===== src/sv/sactag_pkg.sv =====
// shared constants, codes and word types of the cache tag store
package sactag_pkg;

  // geometry
  localparam int WAYS          = 4;
  localparam int SETS          = 64;
  localparam int ADDRESS_WIDTH = 48;

  // field widths fixed by the interface
  localparam int ADDR_W     = 48;
  localparam int TAG_W      = ADDR_W;
  localparam int CNT_W      = 32;
  localparam int LFSR_W     = 16;
  localparam int OUT_WAY_W  = 2;
  localparam int CFG_IDX_W  = 2;
  localparam int CFG_DATA_W = 4;
  localparam int POLICY_W   = 2;
  localparam int SB_W       = 3;
  localparam int OB_W       = 4;
  localparam int SHAMT_W    = 5;

  // derived sizes
  localparam int SET_LOG = $clog2(SETS + 1) - 1;
  localparam int SET_W   = (SET_LOG > 0) ? SET_LOG : 1;
  localparam int WAY_W   = (WAYS > 1) ? $clog2(WAYS) : 1;
  localparam int EFF_AW  = (ADDRESS_WIDTH < ADDR_W) ? ADDRESS_WIDTH : ADDR_W;

  localparam logic [ADDR_W-1:0] ADDR_MASK = {ADDR_W{1'b1}} >> (ADDR_W - EFF_AW);
  localparam logic [OB_W-1:0]   MAX_OFFSET = OB_W'(12);

  // random replacement generator
  localparam logic [LFSR_W-1:0] LFSR_TAPS = 16'hB400;
  localparam logic [LFSR_W-1:0] LFSR_SEED = 16'h0001;

  // replacement policy codes
  localparam logic [POLICY_W-1:0] POL_LRU  = 2'd0;
  localparam logic [POLICY_W-1:0] POL_LFU  = 2'd1;
  localparam logic [POLICY_W-1:0] POL_RAND = 2'd2;

  // configuration register indexes
  localparam logic [CFG_IDX_W-1:0] CFG_POLICY      = 2'd0;
  localparam logic [CFG_IDX_W-1:0] CFG_SET_BITS    = 2'd1;
  localparam logic [CFG_IDX_W-1:0] CFG_OFFSET_BITS = 2'd2;

  // configuration reset values
  localparam logic [POLICY_W-1:0] POLICY_RST      = POL_LRU;
  localparam logic [SB_W-1:0]     SET_BITS_RST    = 3'd6;
  localparam logic [OB_W-1:0]     OFFSET_BITS_RST = 4'd6;

  // access kinds
  localparam logic OP_READ  = 1'b0;
  localparam logic OP_WRITE = 1'b1;

  typedef struct packed {
    logic              opcode;
    logic [ADDR_W-1:0] address;
  } in_word_t;

  typedef struct packed {
    logic                 hit;
    logic [OUT_WAY_W-1:0] way;
    logic                 evicted;
    logic                 writeback;
    logic [ADDR_W-1:0]    victim_address;
  } out_word_t;

  // configuration after saturation
  typedef struct packed {
    logic [POLICY_W-1:0] policy;
    logic [SB_W-1:0]     sb;
    logic [OB_W-1:0]     ob;
  } cfg_t;

  typedef logic [WAYS-1:0][TAG_W-1:0] tag_row_t;
  typedef logic [WAYS-1:0][CNT_W-1:0] cnt_row_t;
  typedef logic [WAYS-1:0]            flag_row_t;

  // one set as seen by the lookup stage
  typedef struct packed {
    tag_row_t  tag;
    cnt_row_t  stamp;
    cnt_row_t  uses;
    flag_row_t valid;
    flag_row_t dirty;
  } look_t;

  // update of one line
  typedef struct packed {
    logic             we;
    logic             fill;
    logic             dirty_we;
    logic [WAY_W-1:0] way;
    logic [SET_W-1:0] set;
    logic [TAG_W-1:0] tag;
    logic [CNT_W-1:0] stamp;
    logic [CNT_W-1:0] uses;
    logic             dirty;
  } upd_t;

endpackage


===== src/sv/sactag_cfg.sv =====
// configuration registers with saturation of the address split
module sactag_cfg (
  input  logic                              clk,
  input  logic                              rst_n,
  input  logic                              cfg_valid,
  output logic                              cfg_ready,
  input  logic [sactag_pkg::CFG_IDX_W-1:0]  cfg_index,
  input  logic [sactag_pkg::CFG_DATA_W-1:0] cfg_data,
  output sactag_pkg::cfg_t                  cfg
);
  import sactag_pkg::*;

  logic [POLICY_W-1:0] policy_r;
  logic [SB_W-1:0]     set_bits_r;
  logic [OB_W-1:0]     offset_bits_r;

  assign cfg_ready = rst_n;

  // register writes
  always_ff @(posedge clk) begin
    if (!rst_n) begin
      policy_r      <= POLICY_RST;
      set_bits_r    <= SET_BITS_RST;
      offset_bits_r <= OFFSET_BITS_RST;
    end else if (cfg_valid) begin
      case (cfg_index)
        CFG_POLICY:      policy_r      <= cfg_data[POLICY_W-1:0];
        CFG_SET_BITS:    set_bits_r    <= cfg_data[SB_W-1:0];
        CFG_OFFSET_BITS: offset_bits_r <= cfg_data[OB_W-1:0];
        default: ;
      endcase
    end
  end

  // clamp split to what the set array and block size allow
  always_comb begin
    cfg.policy = policy_r;
    cfg.sb     = (32'(set_bits_r) > SET_LOG) ? SB_W'(SET_LOG) : set_bits_r;
    cfg.ob     = (offset_bits_r > MAX_OFFSET) ? MAX_OFFSET : offset_bits_r;
  end

endmodule


===== config.mk =====
export PLATFORM = sky130hd
export DESIGN_NAME = sactag_cfg
export DESIGN_NICKNAME = d
export VERILOG_FILES = /design/src/sv/sactag_pkg.sv /design/src/sv/sactag_cfg.sv
export SDC_FILE = /design/constraint.sdc
export NUM_CORES = 1
export LEC_CHECK = 0
export BUFFER_PORTS_ARGS = -buffer_cell sky130_fd_sc_hd__buf_4
export CAP_MARGIN = 0
export CORE_AREA = 8 8 45 47
export CTS_CLUSTER_DIAMETER = 200
export CTS_CLUSTER_SIZE = 12
export DETAILED_ROUTE_END_ITERATION = 12
export DIE_AREA = 0 0 53 55
export PLACE_DENSITY = 0.56
export SYNTH_ARGS = -nofsm -noshare
export SYNTH_HDL_FRONTEND = slang
export SYNTH_SLANG_ARGS = --single-unit

===== constraint.sdc =====
create_clock -name clk -period 2.3 [get_ports clk]
set_input_delay 0.69 -clock clk [delete_from_list [all_inputs] [get_ports clk]]
set_output_delay 0.69 -clock clk [all_outputs]
set_load 0.02 [all_outputs]

[Word-level counts from Yosys, hierarchy flattened]
Cells that the tools add are included.
Word-level totals
  output and inout bits: 10
  input bits: 9
  bits in registers: 9
Cells by class
  reductions and logical operators: 4
  muxes and demuxes: 2
  equal/unequal tests: 2
  $lt $le $gt $ge: 2
Operators with widths (count)
  AND reduction 2 bit: 3
  greater-than comparator 4 bit (second input constant): 1
  2-to-1 mux 4 bit: 1
  greater-than comparator 3 bit (second input constant): 1
  2-to-1 mux 3 bit: 1
  == test 2 x 1 -> 1 bit (second input constant): 1
  == test 2 bit (second input constant): 1
  logical NOT 2 bit: 1

[Logic depth before layout (Yosys ltp)]
  word-level depth: 2
  depth in mapped cells: 3
  mapped depth without buffers: 2

[Worst setup path after synthesis]
Ideal clock, no wire load.
  path kind: in2out
  start: input port rst_n
  end: output port cfg_ready
  stages on the path: 1
  data arrival time: 824 ps
  path slack: 786 ps
  cell sequence: buf_4
RTL lines
  start, declared: RTL line sactag_cfg.sv:4  | input logic rst_n,
  end, declared: RTL line sactag_cfg.sv:6  | output logic cfg_ready,
No word-level cell between the ends.

[Worst setup path in the final report]
  start: input port rst_n
  end: output port cfg_ready
No word-level cell between the ends.

==> impl_metrics.env <==
export IMPL_ys_seq_area_share_pct=43.24
export IMPL_power_leakage_nw=0.2600
export IMPL_io_buffers=18
export IMPL_hold_viol_final=0
export IMPL_fmax_ghz=0.5890
export IMPL_viasPerCell=4.276
export IMPL_path_cells="buf_4 > buf_4"
export IMPL_cap_viol_max_count=0
export IMPL_fin_ws_ns=0.6022
export IMPL_slowest_stage="buf_4"
export IMPL_ctsResizeCount=0
export IMPL_grt_max_degree=16
export IMPL_firstDrtPassIters=4
export IMPL_start_util_pct=30.11
export IMPL_crit_arrival_ns=1.01
export IMPL_die_h_um=55
export IMPL_whs_endpoint="set_bits_r[0]"
export IMPL_final_common_cell="buf_4"
export IMPL_r2r_end="offset_bits_r[2]"
export IMPL_fin_skew_ns=0
export IMPL_hold_path_class="flip-flop to flip-flop"
export IMPL_cp_end_kind="output port"
export IMPL_rsz0062_at_grt="false"
export IMPL_crit_top_cell="buf_4"
export IMPL_yosysWarnings=0
export IMPL_vias=325
export IMPL_syn_num_nets=54
export IMPL_ios=19
export IMPL_ff2ff_path_depth=2
export IMPL_route_detailed_drc=0
export IMPL_grt_pass1_wl_um=1262
export IMPL_wl_per_cell_um=10.95
export IMPL_cts_sinks=9
export IMPL_cts_buffers=3
export IMPL_clkSlewWorstSetupHoldPaths_ns=0.06
export IMPL_path_delay_family="buffers and inverters"
export IMPL_hold_ws_ns=0.4604
export IMPL_ctsHoldBuffers=0
export IMPL_fp_dieArea_um2=2915
export IMPL_reg2reg_setup_slack_ns=1.66
export IMPL_drt_iter0_markers=4
export IMPL_drive_above_1_share_pct=35.00
export IMPL_ir_drop_v=0.0002558
export IMPL_layout_common_cells="18 x buf_4, 9 x mux2i_1, 9 x dfxtp_1"
export IMPL_ys_seq_elements=9
export IMPL_ant_nets=0
export IMPL_slew_viol_final=0
export IMPL_hold_start="set_bits_r[0]"
export IMPL_avgSynthCellArea_um2=9.259
export IMPL_period_needed_ns=1.698
export IMPL_cts_setup_buffers=0
export IMPL_start_kind="primary input"
export IMPL_rows=14
export IMPL_relSlewSlack_pct=74.08
export IMPL_cts_tree="yes"
export IMPL_clock_path_buffers=2
export IMPL_path_buf_inv=2
export IMPL_syn_cell_area_um2=416.7
export IMPL_grt_antenna_before_repair=0
export IMPL_required_ns=1.61
export IMPL_grt_overflow_total=0
export IMPL_fp_coreArea_um2=1384
export IMPL_r2r_start="offset_bits_r[2]"
export IMPL_fin_util_pct=40.87
export IMPL_area_delta_synth_final_pct=35.74
export IMPL_setup_viol=0
export IMPL_worstSkewPairLatency_ns=0.25
export IMPL_gp_congestion=0.6404
export IMPL_critical_path_max_stage_delay_ns=0.16
export IMPL_htree_levels=1
export IMPL_track_usage_pct=6.253
export IMPL_synthDistinctLibCells=11
export IMPL_powerDensity_nw_per_um2=587.7
export IMPL_netlist_instances=45
export IMPL_final_period_utilization_pct=73.82
export IMPL_finalNonFillerCells=76
export IMPL_grt_pass1_vias=291
export IMPL_setup_tns_ns=0
export IMPL_antenna_cells=0
export IMPL_pre_cts_slack_ns=0.6011
export IMPL_hold_depth=2
export IMPL_outcome="completed"
export IMPL_cts_root_buf="clkbuf_4"
export IMPL_setup_worst_path_class="primary input to output port"
export IMPL_critPathMaxFanout=15
export IMPL_wirelength_um=832
export IMPL_tightest_slew_ns=0.3880
export IMPL_dp_cells=72
export IMPL_finalNetCount=70
export IMPL_die_w_um=53
[sequential cells by signal (all words and copies together) (netlist names)]
signal,count
policy_r,2
set_bits_r,3
offset_bits_r,4
[report_power, final]
part / switching [W] / internal (W) / total, W / leakage [nW]
logic: 0.0000237 / 0.0000258 / 0.0000495 / 0.172
registers: 0.00000319 / 0.000162 / 0.000165 / 0.0733
clock network: 0.0000515 / 0.0000666 / 0.000118 / 0.0150
[layout make-up]
| type | count | area, um2 |
|---|---|---|
| Multi-Input combinational cell | 29 | 203.9 |
| Timing Repair Buffer | 18 | 135.1 |
| Sequential cell | 9 | 180.2 |
| Clock buffer | 4 | 26.28 |
| Fill cell | 150 | 818.3 |
| Tap cell | 16 | 20.02 |
[cells by family after synthesis]
| kind of cell | after synthesis | share of synthesized area [%] |
|---|---|---|
| and+or+nand+nor | 17 | 21.92 |
| buffers and inverters | 7 | 7.808 |
| muxes | 9 | 21.62 |
| AOI/OAI and AO/OA | 3 | 5.405 |
| DFF | 9 | 43.24 |
[cells in the mapped netlist]
cell / instances / area (um2)
dfxtp_1: 9 / 180.2
mux2i_1: 9 / 90.09
nand2_1: 8 / 30.03
nor2b_1: 6 / 37.54
clkbuf_1: 4 / 15.01
a21boi_0: 3 / 22.52
buf_2: 2 / 10.01
and3b_1: 1 / 8.760
buf_4: 1 / 7.510
nand3b_1: 1 / 7.510
nor3b_1: 1 / 7.510
[worst max-delay path by stage]
stage | from | to | slack (ns) | cells after the start
6_report | rst_n | cfg_ready | 0.60 | 2
5_1_grt | set_bits_r[0] | cfg[4] | 0.58 | 2
4_1_cts | rst_n | cfg_ready | 0.60 | 2
3_5_place_dp | rst_n | cfg_ready | 0.60 | 2
3_3_place_gp | rst_n | cfg_ready | 0.60 | 2
2_1_floorplan | rst_n | cfg_ready | 0.79 | 1
[through the flow]
step | total power (W) | area (um2)
finish | 0.0003323 | 565.5
global route | 0.0003533 | 565.5
CTS | 0.0003393 | 565.5
detailed placement | 0.0002184 | 539.3
global placement | 0.0002182 | 539.3
floorplan | 0.0001965 | 416.7
[worst min-delay path: stages (launching register included)]
cell and delay, ns:
dfxtp_1 0.31, nand2_1 0.05, mux2i_1 0.06
[metal layers]
layer	vias up	wire (um)	track usage, %
li1	175	-	-
met1	140	348	6.144
met2	10	362	8.203
met3	0	120	5.348
met4	0	0	5.172
met5	-	0	0
(Power assumes the default switching activity.)
