==> src/sv/sactag_pkg.sv <==
// shared constants, codes and word types of the cache tag store
package sactag_pkg;

  // geometry
  localparam int WAYS          = 4;
  localparam int SETS          = 64;
  localparam int ADDRESS_WIDTH = 48;

  // field widths fixed by the interface
  localparam int ADDR_W     = 48;
  localparam int TAG_W      = ADDR_W;
  localparam int CNT_W      = 32;
  localparam int LFSR_W     = 16;
  localparam int OUT_WAY_W  = 2;
  localparam int CFG_IDX_W  = 2;
  localparam int CFG_DATA_W = 4;
  localparam int POLICY_W   = 2;
  localparam int SB_W       = 3;
  localparam int OB_W       = 4;
  localparam int SHAMT_W    = 5;

  // derived sizes
  localparam int SET_LOG = $clog2(SETS + 1) - 1;
  localparam int SET_W   = (SET_LOG > 0) ? SET_LOG : 1;
  localparam int WAY_W   = (WAYS > 1) ? $clog2(WAYS) : 1;
  localparam int EFF_AW  = (ADDRESS_WIDTH < ADDR_W) ? ADDRESS_WIDTH : ADDR_W;

  localparam logic [ADDR_W-1:0] ADDR_MASK = {ADDR_W{1'b1}} >> (ADDR_W - EFF_AW);
  localparam logic [OB_W-1:0]   MAX_OFFSET = OB_W'(12);

  // random replacement generator
  localparam logic [LFSR_W-1:0] LFSR_TAPS = 16'hB400;
  localparam logic [LFSR_W-1:0] LFSR_SEED = 16'h0001;

  // replacement policy codes
  localparam logic [POLICY_W-1:0] POL_LRU  = 2'd0;
  localparam logic [POLICY_W-1:0] POL_LFU  = 2'd1;
  localparam logic [POLICY_W-1:0] POL_RAND = 2'd2;

  // configuration register indexes
  localparam logic [CFG_IDX_W-1:0] CFG_POLICY      = 2'd0;
  localparam logic [CFG_IDX_W-1:0] CFG_SET_BITS    = 2'd1;
  localparam logic [CFG_IDX_W-1:0] CFG_OFFSET_BITS = 2'd2;

  // configuration reset values
  localparam logic [POLICY_W-1:0] POLICY_RST      = POL_LRU;
  localparam logic [SB_W-1:0]     SET_BITS_RST    = 3'd6;
  localparam logic [OB_W-1:0]     OFFSET_BITS_RST = 4'd6;

  // access kinds
  localparam logic OP_READ  = 1'b0;
  localparam logic OP_WRITE = 1'b1;

  typedef struct packed {
    logic              opcode;
    logic [ADDR_W-1:0] address;
  } in_word_t;

  typedef struct packed {
    logic                 hit;
    logic [OUT_WAY_W-1:0] way;
    logic                 evicted;
    logic                 writeback;
    logic [ADDR_W-1:0]    victim_address;
  } out_word_t;

  // configuration after saturation
  typedef struct packed {
    logic [POLICY_W-1:0] policy;
    logic [SB_W-1:0]     sb;
    logic [OB_W-1:0]     ob;
  } cfg_t;

  typedef logic [WAYS-1:0][TAG_W-1:0] tag_row_t;
  typedef logic [WAYS-1:0][CNT_W-1:0] cnt_row_t;
  typedef logic [WAYS-1:0]            flag_row_t;

  // one set as seen by the lookup stage
  typedef struct packed {
    tag_row_t  tag;
    cnt_row_t  stamp;
    cnt_row_t  uses;
    flag_row_t valid;
    flag_row_t dirty;
  } look_t;

  // update of one line
  typedef struct packed {
    logic             we;
    logic             fill;
    logic             dirty_we;
    logic [WAY_W-1:0] way;
    logic [SET_W-1:0] set;
    logic [TAG_W-1:0] tag;
    logic [CNT_W-1:0] stamp;
    logic [CNT_W-1:0] uses;
    logic             dirty;
  } upd_t;

endpackage

==> src/sv/sactag_repl.sv <==
// victim choice for a full set: oldest stamp, fewest uses or random
module sactag_repl (
  input  logic                            clk,
  input  logic                            rst_n,
  input  logic [sactag_pkg::POLICY_W-1:0] policy,
  input  sactag_pkg::cnt_row_t            stamp,
  input  sactag_pkg::cnt_row_t            uses,
  input  logic                            step,
  output logic [sactag_pkg::WAY_W-1:0]    victim_way
);
  import sactag_pkg::*;

  logic [LFSR_W-1:0] lfsr_r;
  logic [LFSR_W-1:0] lfsr_nxt;
  logic [WAY_W-1:0]  lru_way;
  logic [WAY_W-1:0]  lfu_way;
  logic [WAY_W-1:0]  rand_way;

  // galois step, shifting right
  always_comb begin
    lfsr_nxt = (lfsr_r >> 1) ^ (lfsr_r[0] ? LFSR_TAPS : '0);
    rand_way = WAY_W'(lfsr_nxt % WAYS);
  end

  always_ff @(posedge clk) begin
    if (!rst_n) begin
      lfsr_r <= LFSR_SEED;
    end else if (step) begin
      lfsr_r <= lfsr_nxt;
    end
  end

  // minimum search, lowest way wins ties
  always_comb begin
    lru_way = '0;
    lfu_way = '0;
    for (int w = 1; w < WAYS; w++) begin
      if (stamp[w] < stamp[lru_way]) lru_way = WAY_W'(w);
      if (uses[w] < uses[lfu_way])   lfu_way = WAY_W'(w);
    end
  end

  always_comb begin
    case (policy)
      POL_LFU:  victim_way = lfu_way;
      POL_RAND: victim_way = rand_way;
      default:  victim_way = lru_way;
    endcase
  end

endmodule

==> config.mk <==
export PLATFORM = sky130hd
export DESIGN_NAME = sactag_repl
export DESIGN_NICKNAME = d
export VERILOG_FILES = /design/src/sv/sactag_pkg.sv /design/src/sv/sactag_repl.sv
export SDC_FILE = /design/constraint.sdc
export NUM_CORES = 1
export LEC_CHECK = 0
export BUFFER_PORTS_ARGS = -buffer_cell sky130_fd_sc_hd__buf_2
export CAP_MARGIN = 20
export CORE_MARGIN = 4
export CORE_UTILIZATION = 46
export DETAILED_ROUTE_END_ITERATION = 10
export PLACE_DENSITY_LB_ADDON = 0.12
export SLEW_MARGIN = 20
export SYNTH_ARGS = -nofsm -noshare
export SYNTH_HDL_FRONTEND = slang
export SYNTH_SLANG_ARGS = --single-unit
==> constraint.sdc <==
create_clock -name clk -period 6.15 [get_ports clk]
set_clock_uncertainty 0.15 [all_clocks]
set_input_delay 0.3075 -clock clk [delete_from_list [all_inputs] [get_ports clk]]
set_output_delay 0.3075 -clock clk [all_outputs]
set_load 0.01 [all_outputs]
== Yosys cells after proc, flatten, opt, wreduce, memory -nomap -nowiden ==
Cells that the tools add are included.
Storage, ports and cells
  register bits after elaboration: 16
  output and inout bits: 2
Operators by class
  equality and inequality tests: 2
  order comparisons: 10
  bitwise operators: 1
  multiplexer cells: 16
Operators with widths (count)
  32-bit binary-select mux with 2-bit select: 4
  32-bit < comparator: 6
  32-bit two-way mux: 4
  16-bit two-way mux: 1
  15-bit by 16-bit XOR with 16-bit output: 1
  2-bit by 3-bit < comparator with 1-bit output, second input constant: 4
  2-bit two-way mux: 4
  2-bit one-hot mux with 2 select lines: 1
  2-bit by 1-bit equality test with 1-bit output, second input constant: 1
  2-bit equality test, second input constant: 1
  1-bit two-way mux: 2

== Longest topological paths before layout ==
  word-level depth: 11
  mapped depth: 31
  gate-level depth less buffers: 29

== Least setup slack after synthesis ==
Ideal clock, no wire load.
  kind: input to output
  start: input uses[22] (netlist bit)
  end: output victim_way[0] (netlist bit)
  stages: 31
  arrival time: 6.020 ns
  required time: 5.693 ns
  path buffers: 2
  path slack: -0.328 ns
  path through: inv_1 -> ha_1 -> nand4_1 -> nor4_1 -> nand2_1 -> o22ai_1 -> o21ai_0 -> nand2_1 -> buf_2 -> mux2i_1 -> ha_1 -> and2_1 -> a221o_1 -> a211oi_1 -> nand3_1 -> o31a_1 -> nand2_1 -> o21ai_1 -> clkbuf_1 -> nand2_1 -> o21ai_0 -> ha_1 -> a21oi_1 -> o22ai_1 -> o211ai_1 -> o2bb2ai_1 -> o21ai_0 -> a2111oi_0 -> and3_1 -> o221ai_1 -> a32oi_1
Between the ends
  cells in the longest elaborated chain, start to end: 11
RTL lines
  from (decl): line sactag_repl.sv:7  | input sactag_pkg::cnt_row_t uses,
  32-bit < comparator: line sactag_repl.sv:39  | if (uses[w] < uses[lfu_way]) lfu_way = WAY_W'(w);
  1-bit two-way mux: line sactag_repl.sv:39
  32-bit binary-select mux with 2-bit select: line sactag_repl.sv:39
  32-bit two-way mux (not written as such): line sactag_repl.sv:39
  32-bit < comparator: line sactag_repl.sv:39
  2-bit two-way mux: line sactag_repl.sv:39
  32-bit binary-select mux with 2-bit select: line sactag_repl.sv:39
  32-bit two-way mux (not written as such): line sactag_repl.sv:39
  32-bit < comparator: line sactag_repl.sv:39
  2-bit two-way mux (*): line sactag_repl.sv:39
  2-bit one-hot mux with 2 select lines (*): line sactag_repl.sv:44  | case (policy)
  to (decl): line sactag_repl.sv:9  | output logic [sactag_pkg::WAY_W-1:0] victim_way
Mark *: on every way between the ends. The rest lies on a longest branch, timed or not. The select of a mux whose other input is x is not followed.

== Final worst setup path ==
  start: input uses[2] (netlist bit)
  end: output victim_way[1] (netlist bit)
The elaborated chain is that of the path after synthesis.

==> run_results.csv <==
group,metric,value,unit
clock_tree,htreeDepth,1,
critical_path,rr_startpoint,"lfsr_r[0]",
worst_hold_path,worstHoldPathCells,2,
drt,avgViaCountPerCell,5.33,
placement,post-dp-hpwl,18.4,mm
clock_tree,root_buffer,"clkbuf_16",
synth,ys_seq_elements,16,
synth,syn_nets,1280,
sta,setup_ws,-0.246,ns
drt,wire_per_inst,14.8,µm
layout,nets,1707,
worst_hold_path,whs_endpoint,"lfsr_r[0]",
die,die_area,16100,µm²
layout,stdcell_area,10000,µm²
clock_tree,clk_pin_slew,0.05,ns
synth,async_reset_ff_share,0,%
synth,seq_area_frac_synth,4.94,%
die,fp.dieH,127,µm
global_route,grt_pass1_vias,7713,
layout,syn_to_final_growth,54.4,%
synth,yosysTopAreaCell,"ha_1",
global_route,grt_pass1_wl,34.5,mm
drt,final_antenna_net_count,0,
sta,period_share,104,%
synth,netlist_instances,831,
layout,largest-register,"lfsr_r",
drt,drc,0,
layout,drive_above_1_share,41.1,%
critical_path,r2r_cells,3,
clock_tree,clock_sinks,16,
global_route,antenna_found_initial,5,
layout,final_cell_mix,"buf_2 (252), ha_1 (182), buf_4 (168)",
critical_path,timing.critical_path.slowest_stage_cell,"a2111oi_1",
die,dieWidth,127,µm
layout,largest_reg_flops,16,
synth,synth-edff-count,0,
placement,dp_slack,-0.749,ns
critical_path,cp.arrival,5.94,ns
sta,finalHoldViolCount,0,
critical_path,crit_type,"input port to output pin",
synth,ys_warn_count,0,
placement,postPlaceCellArea,9250,µm²
synth,synth-main-ff-cell,"dfxtp_1",
run,cap_violations,0,
sta,worst_hold_slack,0.211,ns
synth,synth.area.top_cells,"ha_1 (36%), mux2i_1 (17%), inv_1 (6.0%), dfxtp_1 (4.9%), o21ai_0 (4.8%)",
pwr,power_density,132,nW/µm²
global_route,overflow,0,
placement,dp.cells,1416,
synth,yosys.area.top_type_share,36.3,%
synth,synthesis.area,6490,µm²
critical_path,critPathLaunchType,"input port",
drt,first_pass_iters,5,
global_route,track_usage,25.3,%
synth,ys_types,48,
drt,wl,21.3,mm
worst_hold_path,hold_class,"input port to register",
sta,max_freq,156,MHz
drt,vias,7666,
pwr,p_leak,5.51,nW
die,core,13800,µm²
clock_tree,cts.hold.buffers_added,0,
die,start_util,46.9,%
critical_path,path_common_cell,"buf_4",
layout,reg_top3,"lfsr_r (16)",
pwr,peakVddDrop,0.0737,mV
clock_tree,cts_tree,"built",
drt,drt_iter0_drc,231,
sta,slew_headroom,50.6,%
clock_tree,cts_made_buffers,3,
critical_path,cp.required,5.69,ns
critical_path,r2r_slack,5.10,ns
worst_hold_path,min_from,"rst_n",
global_route,grt_max_degree,20,
sta,rsz0062_at_grt,"true",
critical_path,max_stage_delay,0.72,ns
layout,final_common_cell,"buf_2",
sta,setup_viol,2,
outcome,violations,"negative setup slack",
critical_path,cp-end-kind,"output pin",
placement,routabilityCongestion,0.896,
critical_path,crit_path_max_fanout,8,
critical_path,r2r_end,"lfsr_r[10]",
sta,finalWorstPathRequiredPeriod,6.40,ns
layout,final_cells,1437,
outcome,status,"finished with violations",
die,rows,43,
placement,port_buffers,262,
clock_tree,clk_latency,0.24,ns
die,io_pins,263,
synth,avgSynthCellArea,7.81,µm²
sta,drv_slew,0,
sta,worst_slew_pin_slew,0.740,ns
clock_tree,cts_buffer_depth,2,
==> kinds of logic after synthesis <==
kind of cell	after synthesis	share of synthesized area, %
AO/OA/AOI/OAI	201	19.9
AND/OR/NAND/NOR	191	14.1
adder cells (fa/ha/maj)	188	36.3
buffers and inverters	123	7.60
multiplexers	109	16.8
flip-flops	16	4.94
XOR/XNOR	3	0.405
==> through the flow <==
stage | total power [mW] | util, % | TNS (ns)
final | 1.33 | 72.4 | -0.491
after global routing | 1.46 | 72.4 | -1.10
after CTS | 1.29 | 71.2 | -0.370
after detailed placement | 1.07 | 66.9 | -1.49
after global placement | 1.06 | 66.9 | -1.55
after floorplan | 0.679 | - | 0
==> worst max-delay path by stage <==
stage                   from            end  slack, ns  cells past startpoint
floorplan           uses[22]  victim_way[0]      0.005                     31
global placement    stamp[5]  victim_way[0]      -0.78                     30
detailed placement  stamp[5]  victim_way[0]      -0.75                     30
CTS                 stamp[5]  victim_way[0]      -0.19                     29
global route        uses[19]  victim_way[1]      -0.56                     32
finish               uses[2]  victim_way[1]      -0.25                     30
==> per-layer routing <==
metal | GRT usage, % | part of all wire (%) | vias up
met4 | 7.32 | 2.5 | 8
met5 | 0 | 0.23 | -
li1 | - | - | 3938
met3 | 3.96 | 6.1 | 45
met1 | 28.8 | 40 | 3449
met2 | 48.3 | 51 | 226
==> worst max-delay path, delay by kind of cell <==
kind | cells | cell delay (ns)
muxes | 1 | 0.18
adders and majority gates | 3 | 0.80
and+or+nand+nor | 6 | 0.71
AOI/OAI and AO/OA | 13 | 2.91
buffers and inverters | 7 | 1.04
==> repair_timing <==
action                                  in CTS  in global routing
pin swaps                                   29                 15
endpoints found under the setup margin       2                  2
gates cloned                                 2                  0
buffers inserted                            14                  1
gates resized for setup                     93                 27
==> cell type report <==
class / count / area, µm²
Timing Repair Buffer: 441 / 2860
Sequential cell: 16 / 320
Inverter: 103 / 392
Multi-Input combinational cell: 693 / 6150
Clock buffer: 3 / 75.1
Antenna cell: 1 / 2.50
Tap cell: 180 / 225
Fill cell: 1146 / 3810
==> synthesized netlist by cell type, types with 11 or more instances <==
cell type	n
a21o_1	20
mux2i_1	108
nand4_1	19
nor3_1	13
a21oi_1	48
o21ai_0	62
dfxtp_1	16
nor2_1	24
nor2b_1	18
nand3_1	14
a211oi_1	11
ha_1	188
nand2_1	80
inv_1	103
==> where the power goes <==
group          leakage, nW  internal, mW  switching, mW  total [mW]
registers            0.131         0.108        0.00275       0.111
logic                 5.34         0.570          0.522        1.09
clock network       0.0370        0.0851         0.0377       0.123
No activity file was read; power rests on OpenSTA's default activity.
